`src/rtl/core/assert_macros.svh`:
```
// assertion macros shared by the lexer rtl
`ifndef ASSERT_MACROS_SVH
`define ASSERT_MACROS_SVH

// condition holds at every clock edge outside reset
`define ASSERT_ALWAYS(label, clk, rst_n, cond, msg) \
	label: assert property (@(posedge clk) disable iff (!rst_n) (cond)) else $error(msg);

// consequent holds in the same cycle as the antecedent
`define ASSERT_SAME(label, clk, rst_n, ante, cons, msg) \
	label: assert property (@(posedge clk) disable iff (!rst_n) (ante) |-> (cons)) \
		else $error(msg);

// consequent holds in the cycle after the antecedent
`define ASSERT_NEXT(label, clk, rst_n, ante, cons, msg) \
	label: assert property (@(posedge clk) disable iff (!rst_n) (ante) |=> (cons)) \
		else $error(msg);

`endif

```
`src/rtl/core/jtl_pkg.sv`:
```
// shared types, codes and character helpers of the json token lexer
package jtl_pkg;

	localparam int LINE_BITS_DEF   = 24;
	localparam int COLUMN_BITS_DEF = 16;
	localparam int LENGTH_BITS_DEF = 16;

	localparam int CHAR_W = 8;
	localparam int KIND_W = 2;
	localparam int TYPE_W = 4;
	localparam int LINE_W = 24;
	localparam int COL_W  = 16;
	localparam int LEN_W  = 16;

	// power of two, pointers wrap on their own
	localparam int QUEUE_DEPTH = 4;
	localparam int QPTR_W      = $clog2(QUEUE_DEPTH);
	localparam int SLOTS       = 3;

	// record kinds
	localparam logic [KIND_W-1:0] KIND_BODY  = 2'd0;
	localparam logic [KIND_W-1:0] KIND_END   = 2'd1;
	localparam logic [KIND_W-1:0] KIND_ERROR = 2'd2;

	// token types
	localparam logic [TYPE_W-1:0] TT_SKIP   = 4'd0;
	localparam logic [TYPE_W-1:0] TT_STRING = 4'd1;
	localparam logic [TYPE_W-1:0] TT_LBRACE = 4'd2;
	localparam logic [TYPE_W-1:0] TT_RBRACE = 4'd3;
	localparam logic [TYPE_W-1:0] TT_LBRACK = 4'd4;
	localparam logic [TYPE_W-1:0] TT_RBRACK = 4'd5;
	localparam logic [TYPE_W-1:0] TT_COLON  = 4'd6;
	localparam logic [TYPE_W-1:0] TT_COMMA  = 4'd7;
	localparam logic [TYPE_W-1:0] TT_BOOL   = 4'd8;
	localparam logic [TYPE_W-1:0] TT_NUM    = 4'd9;

	// characters
	localparam logic [CHAR_W-1:0] CH_SPACE  = 8'h20;
	localparam logic [CHAR_W-1:0] CH_TAB    = 8'h09;
	localparam logic [CHAR_W-1:0] CH_CR     = 8'h0D;
	localparam logic [CHAR_W-1:0] CH_LF     = 8'h0A;
	localparam logic [CHAR_W-1:0] CH_QUOTE  = 8'h22;
	localparam logic [CHAR_W-1:0] CH_BSLASH = 8'h5C;
	localparam logic [CHAR_W-1:0] CH_LBRACE = 8'h7B;
	localparam logic [CHAR_W-1:0] CH_RBRACE = 8'h7D;
	localparam logic [CHAR_W-1:0] CH_LBRACK = 8'h5B;
	localparam logic [CHAR_W-1:0] CH_RBRACK = 8'h5D;
	localparam logic [CHAR_W-1:0] CH_COLON  = 8'h3A;
	localparam logic [CHAR_W-1:0] CH_COMMA  = 8'h2C;

	typedef struct packed {
		logic [KIND_W-1:0] kind;
		logic [CHAR_W-1:0] body_char;
		logic [TYPE_W-1:0] token_type;
		logic [LINE_W-1:0] start_line;
		logic [COL_W-1:0]  start_column;
		logic [LEN_W-1:0]  token_length;
	} rec_t;

	// one packet per input item: up to three records in output order
	typedef struct packed {
		logic [SLOTS-1:0]  mask;
		rec_t [SLOTS-1:0]  rec;
	} pkt_t;

	typedef struct packed {
		logic full;
		logic empty;
	} qstat_t;

	function automatic logic is_space(input logic [CHAR_W-1:0] c);
		return c == CH_SPACE || c == CH_TAB || c == CH_CR || c == CH_LF;
	endfunction

	function automatic logic [TYPE_W-1:0] struct_type(input logic [CHAR_W-1:0] c);
		logic [TYPE_W-1:0] t;
		case (c)
			CH_LBRACE: t = TT_LBRACE;
			CH_RBRACE: t = TT_RBRACE;
			CH_LBRACK: t = TT_LBRACK;
			CH_RBRACK: t = TT_RBRACK;
			CH_COLON:  t = TT_COLON;
			CH_COMMA:  t = TT_COMMA;
			default:   t = TT_SKIP;
		endcase
		return t;
	endfunction

	// letters of "true"
	function automatic logic [CHAR_W-1:0] true_char(input logic [2:0] i);
		logic [CHAR_W-1:0] r;
		case (i)
			3'd0:    r = 8'h74;
			3'd1:    r = 8'h72;
			3'd2:    r = 8'h75;
			3'd3:    r = 8'h65;
			default: r = 8'h00;
		endcase
		return r;
	endfunction

	// letters of "false"
	function automatic logic [CHAR_W-1:0] false_char(input logic [2:0] i);
		logic [CHAR_W-1:0] r;
		case (i)
			3'd0:    r = 8'h66;
			3'd1:    r = 8'h61;
			3'd2:    r = 8'h6C;
			3'd3:    r = 8'h73;
			3'd4:    r = 8'h65;
			default: r = 8'h00;
		endcase
		return r;
	endfunction

endpackage

```
`src/rtl/core/jtl_if.sv`:
```
// valid/ready channels for input bytes and result items
interface jtl_in_if;
	import jtl_pkg::*;

	logic              valid;
	logic              ready;
	logic [CHAR_W-1:0] ch;
	logic              at_end;

	modport source (output valid, output ch, output at_end, input ready);
	modport sink (input valid, input ch, input at_end, output ready);
endinterface

interface jtl_out_if;
	import jtl_pkg::*;

	logic              valid;
	logic              ready;
	logic [KIND_W-1:0] kind;
	logic [CHAR_W-1:0] body_char;
	logic [TYPE_W-1:0] token_type;
	logic [LINE_W-1:0] start_line;
	logic [COL_W-1:0]  start_column;
	logic [LEN_W-1:0]  token_length;
	logic              last;

	modport source (output valid, output kind, output body_char, output token_type,
		output start_line, output start_column, output token_length, output last,
		input ready);
	modport sink (input valid, input kind, input body_char, input token_type,
		input start_line, input start_column, input token_length, input last,
		output ready);
endinterface

```
`src/rtl/core/jtl_front.sv`:
```
// lexer front: accepts bytes, updates the lexer state and builds result packets
module jtl_front #(
	parameter int LINE_BITS   = jtl_pkg::LINE_BITS_DEF,
	parameter int COLUMN_BITS = jtl_pkg::COLUMN_BITS_DEF,
	parameter int LENGTH_BITS = jtl_pkg::LENGTH_BITS_DEF
) (
	input  logic           clk,
	input  logic           arst_n,
	jtl_in_if.sink         text,
	input  jtl_pkg::qstat_t qstat,
	output logic           push,
	output jtl_pkg::pkt_t  push_pkt
);
	import jtl_pkg::*;
	`include "assert_macros.svh"

	typedef enum logic [1:0] {MODE_IDLE, MODE_SKIP, MODE_STRING, MODE_WORD} mode_t;

	localparam logic [LINE_BITS-1:0]   LINE_MAX = '1;
	localparam logic [COLUMN_BITS-1:0] COL_MAX  = '1;
	localparam logic [LENGTH_BITS-1:0] LEN_MAX  = '1;

	mode_t                  mode_q;
	logic                   esc_q;
	logic [LINE_BITS-1:0]   line_q;
	logic [COLUMN_BITS-1:0] col_q;
	logic [LINE_BITS-1:0]   tl_q;
	logic [COLUMN_BITS-1:0] tc_q;
	logic [TYPE_W-1:0]      tk_q;
	logic [1:0]             wm_q;
	logic [LENGTH_BITS-1:0] len_q;

	logic                   accept;
	logic [CHAR_W-1:0]      c;
	logic                   sp, qt, bs, delim;
	logic [TYPE_W-1:0]      st;
	logic                   pre_close;
	mode_t                  mode_m, mode_b, mode_c;
	logic [LENGTH_BITS-1:0] len_m, len_base, len_b;
	logic [1:0]             wm_m, wm_base, wm_b;
	logic                   nl;
	logic [COLUMN_BITS-1:0] col_n;
	logic [LINE_BITS-1:0]   line_n;
	logic                   esc_n, body, starting, close_c, err, tail_v;
	logic [LINE_BITS-1:0]   tl_b;
	logic [COLUMN_BITS-1:0] tc_b;
	logic [TYPE_W-1:0]      tk_b;
	rec_t                   rec_a, rec_body, rec_end, rec_err;

	function automatic logic [TYPE_W-1:0] word_type(input logic [1:0] wm,
		input logic [LENGTH_BITS-1:0] len);
		return ((wm[0] && len == LENGTH_BITS'(4)) || (wm[1] && len == LENGTH_BITS'(5)))
			? TT_BOOL : TT_NUM;
	endfunction

	assign accept     = text.valid && text.ready;
	assign text.ready = !qstat.full;

	always_comb begin
		c     = text.ch;
		sp    = is_space(c);
		st    = struct_type(c);
		qt    = (c == CH_QUOTE);
		bs    = (c == CH_BSLASH);
		delim = sp || (st != TT_SKIP) || qt;

		// a byte that ends a whitespace run or bare word closes it first
		pre_close = !esc_q && ((mode_q == MODE_SKIP && !sp) || (mode_q == MODE_WORD && delim));
		rec_a              = '0;
		rec_a.kind         = KIND_END;
		rec_a.token_type   = (mode_q == MODE_WORD) ? word_type(wm_q, len_q) : tk_q;
		rec_a.start_line   = LINE_W'(tl_q);
		rec_a.start_column = COL_W'(tc_q);
		rec_a.token_length = LEN_W'(len_q);

		mode_m = pre_close ? MODE_IDLE : mode_q;
		len_m  = pre_close ? '0 : len_q;
		wm_m   = pre_close ? 2'b11 : wm_q;

		// position, escaped newline only counts as a column
		nl     = !esc_q && (c == CH_LF);
		col_n  = (col_q == COL_MAX) ? col_q : col_q + COLUMN_BITS'(1);
		line_n = line_q;
		if (nl) begin
			col_n = '0;
			if (line_q != LINE_MAX)
				line_n = line_q + LINE_BITS'(1);
		end

		esc_n    = !esc_q && bs;
		body     = !esc_n;
		starting = body && (mode_m == MODE_IDLE);

		if (starting) begin
			tl_b     = line_n;
			tc_b     = col_n;
			len_base = '0;
			wm_base  = 2'b11;
			if (sp) begin
				tk_b = TT_SKIP;   mode_b = MODE_SKIP;
			end else if (qt) begin
				tk_b = TT_STRING; mode_b = MODE_STRING;
			end else if (st != TT_SKIP) begin
				tk_b = st;        mode_b = MODE_IDLE;
			end else begin
				tk_b = TT_NUM;    mode_b = MODE_WORD;
			end
		end else begin
			tl_b     = tl_q;
			tc_b     = tc_q;
			len_base = len_m;
			wm_base  = wm_m;
			tk_b     = tk_q;
			mode_b   = mode_m;
		end

		// keyword tracking and length count of the body byte
		wm_b  = wm_base;
		len_b = len_base;
		if (body) begin
			if (mode_b == MODE_WORD) begin
				if (!(len_base < LENGTH_BITS'(4) && c == true_char(len_base[2:0])))
					wm_b[0] = 1'b0;
				if (!(len_base < LENGTH_BITS'(5) && c == false_char(len_base[2:0])))
					wm_b[1] = 1'b0;
			end
			if (len_base != LEN_MAX)
				len_b = len_base + LENGTH_BITS'(1);
		end

		close_c = (starting && st != TT_SKIP)
			|| (body && !starting && !esc_q && mode_m == MODE_STRING && qt);
		mode_c = close_c ? MODE_IDLE : mode_b;

		rec_body           = '0;
		rec_body.kind      = KIND_BODY;
		rec_body.body_char = c;

		rec_end              = '0;
		rec_end.kind         = KIND_END;
		rec_end.token_type   = (mode_b == MODE_WORD) ? word_type(wm_b, len_b) : tk_b;
		rec_end.start_line   = LINE_W'(tl_b);
		rec_end.start_column = COL_W'(tc_b);
		rec_end.token_length = LEN_W'(len_b);

		err                  = esc_n || mode_c == MODE_STRING;
		rec_err              = '0;
		rec_err.kind         = KIND_ERROR;
		rec_err.start_line   = LINE_W'(line_n);
		rec_err.start_column = COL_W'(col_n);

		// third slot: closing record of this byte, or the end-of-text record
		tail_v = close_c || (text.at_end && (err || mode_c != MODE_IDLE));

		push_pkt.mask   = {tail_v, body, pre_close};
		push_pkt.rec[0] = rec_a;
		push_pkt.rec[1] = rec_body;
		push_pkt.rec[2] = (close_c || !err) ? rec_end : rec_err;
	end

	assign push = accept && (push_pkt.mask != '0);

	always_ff @(posedge clk or negedge arst_n) begin
		if (!arst_n) begin
			mode_q <= MODE_IDLE;
			esc_q  <= 1'b0;
			line_q <= '0;
			col_q  <= '0;
			tl_q   <= '0;
			tc_q   <= '0;
			tk_q   <= TT_SKIP;
			wm_q   <= 2'b11;
			len_q  <= '0;
		end else if (accept) begin
			if (text.at_end) begin
				mode_q <= MODE_IDLE;
				esc_q  <= 1'b0;
				line_q <= '0;
				col_q  <= '0;
				tl_q   <= '0;
				tc_q   <= '0;
				tk_q   <= TT_SKIP;
				wm_q   <= 2'b11;
				len_q  <= '0;
			end else begin
				mode_q <= mode_c;
				esc_q  <= esc_n;
				line_q <= line_n;
				col_q  <= col_n;
				tl_q   <= tl_b;
				tc_q   <= tc_b;
				tk_q   <= tk_b;
				wm_q   <= close_c ? 2'b11 : wm_b;
				len_q  <= close_c ? '0 : len_b;
			end
		end
	end

	`ASSERT_NEXT(a_end_resets, clk, arst_n, accept && text.at_end,
		mode_q == MODE_IDLE && !esc_q && line_q == '0, "state not cleared after last byte")
	`ASSERT_SAME(a_escape_no_body, clk, arst_n, accept && esc_n, !push_pkt.mask[1],
		"backslash produced a body record")

endmodule

```
`src/rtl/core/jtl_queue.sv`:
```
// short packet queue between lexer front and result serializer
module jtl_queue (
	input  logic            clk,
	input  logic            arst_n,
	input  logic            push,
	input  jtl_pkg::pkt_t   push_pkt,
	input  logic            pop,
	output jtl_pkg::pkt_t   head,
	output jtl_pkg::qstat_t qstat
);
	import jtl_pkg::*;
	`include "assert_macros.svh"

	pkt_t              mem_q [QUEUE_DEPTH];
	logic [QPTR_W-1:0] wr_q, rd_q;
	logic [QPTR_W:0]   count_q;

	assign qstat.full  = (count_q == (QPTR_W + 1)'(QUEUE_DEPTH));
	assign qstat.empty = (count_q == '0);
	assign head        = mem_q[rd_q];

	always_ff @(posedge clk) begin
		if (push)
			mem_q[wr_q] <= push_pkt;
	end

	always_ff @(posedge clk or negedge arst_n) begin
		if (!arst_n) begin
			wr_q    <= '0;
			rd_q    <= '0;
			count_q <= '0;
		end else begin
			if (push)
				wr_q <= wr_q + QPTR_W'(1);
			if (pop)
				rd_q <= rd_q + QPTR_W'(1);
			if (push && !pop)
				count_q <= count_q + (QPTR_W + 1)'(1);
			else if (pop && !push)
				count_q <= count_q - (QPTR_W + 1)'(1);
		end
	end

	`ASSERT_SAME(a_no_overflow, clk, arst_n, push, !qstat.full, "push into full queue")
	`ASSERT_SAME(a_no_underflow, clk, arst_n, pop, !qstat.empty, "pop from empty queue")
	`ASSERT_ALWAYS(a_count_range, clk, arst_n, count_q <= (QPTR_W + 1)'(QUEUE_DEPTH),
		"queue count beyond depth")

endmodule

```
`src/rtl/core/jtl_back.sv`:
```
// result serializer: sends the records of the head packet one item per cycle while the receiver is ready
module jtl_back (
	input  logic            clk,
	input  logic            arst_n,
	input  jtl_pkg::qstat_t qstat,
	input  jtl_pkg::pkt_t   head,
	output logic            pop,
	jtl_out_if.source       token
);
	import jtl_pkg::*;
	`include "assert_macros.svh"

	logic [SLOTS-1:0] done_q;
	logic [SLOTS-1:0] rem, sel_oh;
	logic             last;
	rec_t             rec;
	logic             fire;

	always_comb begin
		rem = head.mask & ~done_q;
		// lowest pending slot goes first
		if (rem[0]) begin
			sel_oh = 3'b001;
			rec    = head.rec[0];
			last   = !rem[1] && !rem[2];
		end else if (rem[1]) begin
			sel_oh = 3'b010;
			rec    = head.rec[1];
			last   = !rem[2];
		end else begin
			sel_oh = 3'b100;
			rec    = head.rec[2];
			last   = 1'b1;
		end
	end

	assign token.valid        = !qstat.empty;
	assign token.kind         = rec.kind;
	assign token.body_char    = rec.body_char;
	assign token.token_type   = rec.token_type;
	assign token.start_line   = rec.start_line;
	assign token.start_column = rec.start_column;
	assign token.token_length = rec.token_length;
	assign token.last         = last;

	assign fire = token.valid && token.ready;
	assign pop  = fire && last;

	always_ff @(posedge clk or negedge arst_n) begin
		if (!arst_n) begin
			done_q <= '0;
		end else if (fire) begin
			if (last)
				done_q <= '0;
			else
				done_q <= done_q | sel_oh;
		end
	end

	`ASSERT_SAME(a_head_has_work, clk, arst_n, token.valid, rem != '0,
		"queued packet with no pending record")

endmodule

```
`src/rtl/core/json_token_lexer_unit.sv`:
```
// top level of the json token lexer
//
// text channel: one raw json byte per item (ch), at_end marks the final byte of
// a text; the open token is closed or an error reported after it, and the
// lexer state returns to its reset values so the next byte starts a new text
// token channel: result items in stream order; kind gives body character,
// token end record or format error, last marks the final item caused by one
// input byte (a backslash that starts an escape causes no body item)
// queueing: the items of a byte are registered in the packet queue and offered
// from its head; an input byte may cause up to three items
// throughput: one byte per cycle while the receiver is ready and each byte
// yields at most one item; the output port sends one item per cycle, so a byte
// yielding two or three items holds the output for each of them, and the
// four-entry packet queue between the front and the serializer absorbs bursts
// reset: arst_n clears the lexer state (idle, line and column zero) and
// empties the queue; no clearing pass is needed
// receiver stall: results wait in the queue; text.ready drops only once all
// four queue entries are occupied
module json_token_lexer_unit #(
	parameter int LINE_BITS   = jtl_pkg::LINE_BITS_DEF,
	parameter int COLUMN_BITS = jtl_pkg::COLUMN_BITS_DEF,
	parameter int LENGTH_BITS = jtl_pkg::LENGTH_BITS_DEF
) (
	input logic       clk,
	input logic       arst_n,
	jtl_in_if.sink    text,
	jtl_out_if.source token
);
	import jtl_pkg::*;

	// front to queue
	logic   push;
	pkt_t   push_pkt;
	// queue to serializer
	pkt_t   head;
	logic   pop;
	qstat_t qstat;

	// classification, position counters and token state; at most one packet per byte
	jtl_front #(
		.LINE_BITS  (LINE_BITS),
		.COLUMN_BITS(COLUMN_BITS),
		.LENGTH_BITS(LENGTH_BITS)
	) u_front (
		.clk     (clk),
		.arst_n  (arst_n),
		.text    (text),
		.qstat   (qstat),
		.push    (push),
		.push_pkt(push_pkt)
	);

	// decouples the front from stalls on the result side
	jtl_queue u_queue (
		.clk     (clk),
		.arst_n  (arst_n),
		.push    (push),
		.push_pkt(push_pkt),
		.pop     (pop),
		.head    (head),
		.qstat   (qstat)
	);

	// walks the valid records of the head packet, one item per cycle while the receiver is ready
	jtl_back u_back (
		.clk   (clk),
		.arst_n(arst_n),
		.qstat (qstat),
		.head  (head),
		.pop   (pop),
		.token (token)
	);

endmodule
```
`src/flat_wrapper.sv`:
```
// flat-port wrapper written by rule: the top's interface ports become plain ports
module json_token_lexer_unit_flat import jtl_pkg::*;
#(
	parameter int LINE_BITS   = jtl_pkg::LINE_BITS_DEF,
	parameter int COLUMN_BITS = jtl_pkg::COLUMN_BITS_DEF,
	parameter int LENGTH_BITS = jtl_pkg::LENGTH_BITS_DEF
)
  (clk, arst_n, text_valid, text_ch, text_at_end, text_ready, token_valid, token_kind, token_body_char, token_token_type, token_start_line, token_start_column, token_token_length, token_last, token_ready);
  jtl_in_if text_i ();
  jtl_out_if token_i ();
  input logic clk;
  input logic arst_n;
  input wire logic [$bits(text_i.valid)-1:0] text_valid;
  input wire logic [$bits(text_i.ch)-1:0] text_ch;
  input wire logic [$bits(text_i.at_end)-1:0] text_at_end;
  output wire logic [$bits(text_i.ready)-1:0] text_ready;
  output wire logic [$bits(token_i.valid)-1:0] token_valid;
  output wire logic [$bits(token_i.kind)-1:0] token_kind;
  output wire logic [$bits(token_i.body_char)-1:0] token_body_char;
  output wire logic [$bits(token_i.token_type)-1:0] token_token_type;
  output wire logic [$bits(token_i.start_line)-1:0] token_start_line;
  output wire logic [$bits(token_i.start_column)-1:0] token_start_column;
  output wire logic [$bits(token_i.token_length)-1:0] token_token_length;
  output wire logic [$bits(token_i.last)-1:0] token_last;
  input wire logic [$bits(token_i.ready)-1:0] token_ready;
  assign text_i.valid = text_valid;
  assign text_i.ch = text_ch;
  assign text_i.at_end = text_at_end;
  assign text_ready = text_i.ready;
  assign token_valid = token_i.valid;
  assign token_kind = token_i.kind;
  assign token_body_char = token_i.body_char;
  assign token_token_type = token_i.token_type;
  assign token_start_line = token_i.start_line;
  assign token_start_column = token_i.start_column;
  assign token_token_length = token_i.token_length;
  assign token_last = token_i.last;
  assign token_i.ready = token_ready;
  json_token_lexer_unit #(.LINE_BITS(LINE_BITS), .COLUMN_BITS(COLUMN_BITS), .LENGTH_BITS(LENGTH_BITS)) u_core (.clk(clk), .arst_n(arst_n), .text(text_i), .token(token_i));
endmodule
```
`config.mk`:
```
export PLATFORM = sky130hd
export DESIGN_NAME = json_token_lexer_unit_flat
export DESIGN_NICKNAME = d
export VERILOG_FILES = /design/src/rtl/core/jtl_pkg.sv /design/src/rtl/core/jtl_if.sv /design/src/rtl/core/jtl_front.sv /design/src/rtl/core/jtl_queue.sv /design/src/rtl/core/jtl_back.sv /design/src/rtl/core/json_token_lexer_unit.sv /design/src/flat_wrapper.sv
export VERILOG_INCLUDE_DIRS = /design/src /design/src/rtl/core
export SDC_FILE = /design/constraint.sdc
export NUM_CORES = 1
export LEC_CHECK = 0
export BUFFER_PORTS_ARGS = -buffer_cell sky130_fd_sc_hd__buf_2
export CORE_MARGIN = 1.5
export CORE_UTILIZATION = 45
export DETAILED_ROUTE_END_ITERATION = 6
export PLACE_DENSITY = 0.7
export SYNTH_ARGS = -nofsm -noshare
export SYNTH_HDL_FRONTEND = slang
export SYNTH_SLANG_ARGS = --single-unit
```
`constraint.sdc`:
```
create_clock -name clk -period 6.4 [get_ports clk]
set_input_delay 0.96 -clock clk [delete_from_list [all_inputs] [get_ports clk]]
set_output_delay 0.96 -clock clk [all_outputs]
set_load 0.05 [all_outputs]
```
==> flow_metrics.py <==
metrics = {
    "synthesis": {
        "synth_edf_count": 532,
        "synth_area_um2": 27800,
        "synth_top_area_share_pct": 57.5,
        "async_flop_share_pct": 17.8,
        "syn_nets": 1775,
        "synthCells": 1748,
        "synth.largest_area_cell": "edfxtp_1",
        "synth-seq-area-share_pct": 67.9,
        "synth_top_cells_by_area": "edfxtp_1 58%, mux4_2 11%, dfrtp_1 10%, a22o_1 2.7%, nand2_1 2.2%",
        "ys_ff_latch": 647,
        "avgSynthCellArea_um2": 15.9,
        "synth_cell_types": 94,
        "ys_warn_count": 0,
        "ys.flop_type": "edfxtp_1",
    },
    "clock_network": {
        "tritoncts": "built",
        "cts_setup_buffers": 0,
        "clock_path_buffers": 3,
        "numCtsBuffers": 60,
        "root_buffer": "clkbuf_16",
        "holdBufCountCts": 0,
        "path_clk_slew_ps": 60,
        "worstSkewPairLatency_ps": 640,
        "cts_resized": 0,
        "h-tree-depth": 2,
        "cts_sinks": 647,
    },
    "drt": {
        "drt_drc_violations_left": 0,
        "postRouteAntennaNets": 0,
        "postRouteWirelength_mm": 60.5,
        "wl_per_cell_um": 22.8,
        "viasPerCell": 5.92,
        "dr.first_iter.drc_count": 1511,
        "first_pass_iters": 5,
        "vias": 15700,
    },
    "die": {
        "start_util_pct": 45.7,
        "pin_count": 86,
        "core_um2": 60700,
        "die_x_um": 251,
        "rows": 90,
        "die_y_um": 251,
        "design.die.area_um2": 63200,
    },
    "finish": {
        "final_cell_count_no_fill": 2653,
        "utilization_pct": 51.3,
        "syn_to_final_growth_pct": 12.0,
        "final_common_cell": "edfxtp_1",
        "final_nets": 1845,
        "drive_above_1_share_pct": 21.8,
        "n_fill_cell": 4843,
        "final_cell_mix": "532 x edfxtp_1, 163 x nand2_1, 133 x mux4_2",
    },
    "critical_path": {
        "arrival_ps": 5440,
        "crit_path_end_kind": "register",
        "path_class": "input port to register",
        "startpoint_type": "input port",
        "crit_fanout": 15,
        "required_ps": 6710,
    },
    "power_and_ir_drop": {
        "clkPwrFrac_pct": 23.0,
        "peakVddDrop_v": 0.000518,
        "seqPwrFrac_pct": 37.7,
        "pwr-share-comb_pct": 39.3,
        "p_leak_nw": 10.8,
        "powerDensity_nw_per_um2": 504,
        "p_sw_mw": 6.11,
        "p_sw_share_pct": 38.9,
        "internal_power_mw": 9.58,
        "p_total_mw": 15.7,
    },
    "hold_path": {
        "hold_path_class": "input port to asynchronous set/reset pin",
    },
    "timing": {
        "setup_viol_count_final": 0,
        "rsz0062_at_grt": "false",
        "finalWorstPathRequiredPeriod_ps": 5120,
        "worstMarginPinSlew_ps": 1030,
        "max-slew-margin-rel_pct": 31.4,
        "fin_setup_tns_ps": 0,
        "finClkSkew_ps": 41.8,
        "fmax_mhz": 195,
        "drv_slew": 0,
        "period_share_pct": 80.0,
        "hold_viol": 0,
    },
    "placement": {
        "port_buffers": 85,
        "gp_congestion": 0.837,
        "placed_cells": 2538,
        "dp_hpwl_mm": 35.2,
    },
    "status": {
        "status": "completed",
    },
    "global_routing": {
        "grt_pass1_vias": 16100,
        "grt_first_pass_wirelength_mm": 94.2,
        "grt_max_degree": 125,
        "overflow": 0,
        "antenna_found_initial": 3,
        "grt_usage_pct": 19.4,
    },
    "flow_run": {
        "drv_cap": 0,
    },
}
metal layers:
layer / up-vias / GRT usage (%) / share of wire, %
met5: - / 0 / 0.021
met4: 2 / 5.03 / 2.0
met3: 75 / 3.05 / 5.2
met2: 464 / 32.2 / 49
met1: 8144 / 26.8 / 43
li1: 7020 / - / -
worst max-delay path, stage by stage:
cell	delay (ps)
buf_2	270
nor4bb_1	300
and3_1	230
inv_1	50
buf_4	180
nand2_2	180
nand2_1	110
nor2_2	360
nand2_1	210
inv_1	150
ha_1	220
nand4_1	220
nor4_4	510
nor3b_1	180
nand3_1	140
xor2_1	240
a41oi_1	200
nor4_2	300
and4b_1	240
a41oi_2	160
state kept, by name (all words and copies together) (netlist names), 3 cells and up:
register,cells
u_core.u_front.tl_q,24
u_core.u_front.col_q,16
u_core.u_front.line_q,24
u_core.u_back.done_q,3
u_core.u_front.len_q,16
u_core.u_queue.mem_q,532
u_core.u_front.tc_q,16
u_core.u_front.tk_q,4
u_core.u_queue.count_q,3
through the flow:
stage	worst slack [ps]	area (um^2)	hold WS, ps
finish	1280	31100	427
global route	796	31100	459
CTS	1340	31100	423
detailed placement	702	29100	464
global placement	787	29100	448
floorplan	73.1	27800	438
synthesized netlist by cell type, types with 14 or more instances:
| master | number |
|---|---|
| a21oi_1 | 36 |
| a22o_1 | 87 |
| a22oi_1 | 34 |
| and2_1 | 17 |
| and3_1 | 14 |
| buf_2 | 14 |
| clkbuf_1 | 68 |
| dfrtp_1 | 113 |
| edfxtp_1 | 532 |
| inv_1 | 23 |
| mux4_2 | 133 |
| nand2_1 | 164 |
| nand3_1 | 26 |
| nand4_1 | 17 |
| nor2_1 | 107 |
| nor2b_1 | 15 |
| o21ai_0 | 46 |
| o21ai_1 | 43 |
| o31ai_1 | 15 |
| xnor2_1 | 26 |
| xor2_1 | 22 |
cell type report:
cell class,instances,area [um^2],share of cell area [%]
Sequential cell,647,18900,60.6
Antenna cell,1,2.50,0.00804
Tap cell,782,978,3.15
Timing Repair Buffer,112,718,2.31
Inverter,25,98.8,0.318
Clock inverter,32,348,1.12
Clock buffer,82,1700,5.45
Multi-Input combinational cell,972,8410,27.0
cell families after synthesis:
family                     count (synthesis)  share of synthesized area, %
adders and majority gates                 14                         0.658
buffers and inverters                    129                          2.04
AOI/OAI and AO/OA                        317                          8.26
DFF                                      647                          67.9
and+or+nand+nor                          438                          7.98
xor gates and xnor gates                  48                          1.51
muxes                                    155                          11.6
worst paths after layout:
check	startpoint	to	slack [ps]	cells after the start
worst max-delay path	text_ch[4]	u_core.u_queue.mem_q[2][124]	1280	20
worst min-delay path	arst_n	u_core.u_front.line_q[14]	430	1
worst max register to register	u_core.u_front.esc_q	u_core.u_queue.mem_q[2][124]	1400	19
worst min register to register	u_core.u_front.line_q[11]	u_core.u_front.line_q[11]	480	2
max in group asynchronous	arst_n	u_core.u_front.wm_q[1]	4930	2
min in group clk	u_core.u_front.line_q[11]	u_core.u_front.line_q[11]	480	2
power by group through the flow:
stage / clock (mW) / combinational (mW) / sequential, mW
final: 3.61 / 6.17 / 5.91
after global routing: 3.85 / 6.55 / 5.98
after CTS: 3.68 / 6.28 / 5.92
after detailed placement: 0 / 6.24 / 6.01
after global placement: 0 / 6.21 / 5.94
after floorplan: 0 / 4.65 / 5.92
No activity file was read; power rests on OpenSTA's default activity.
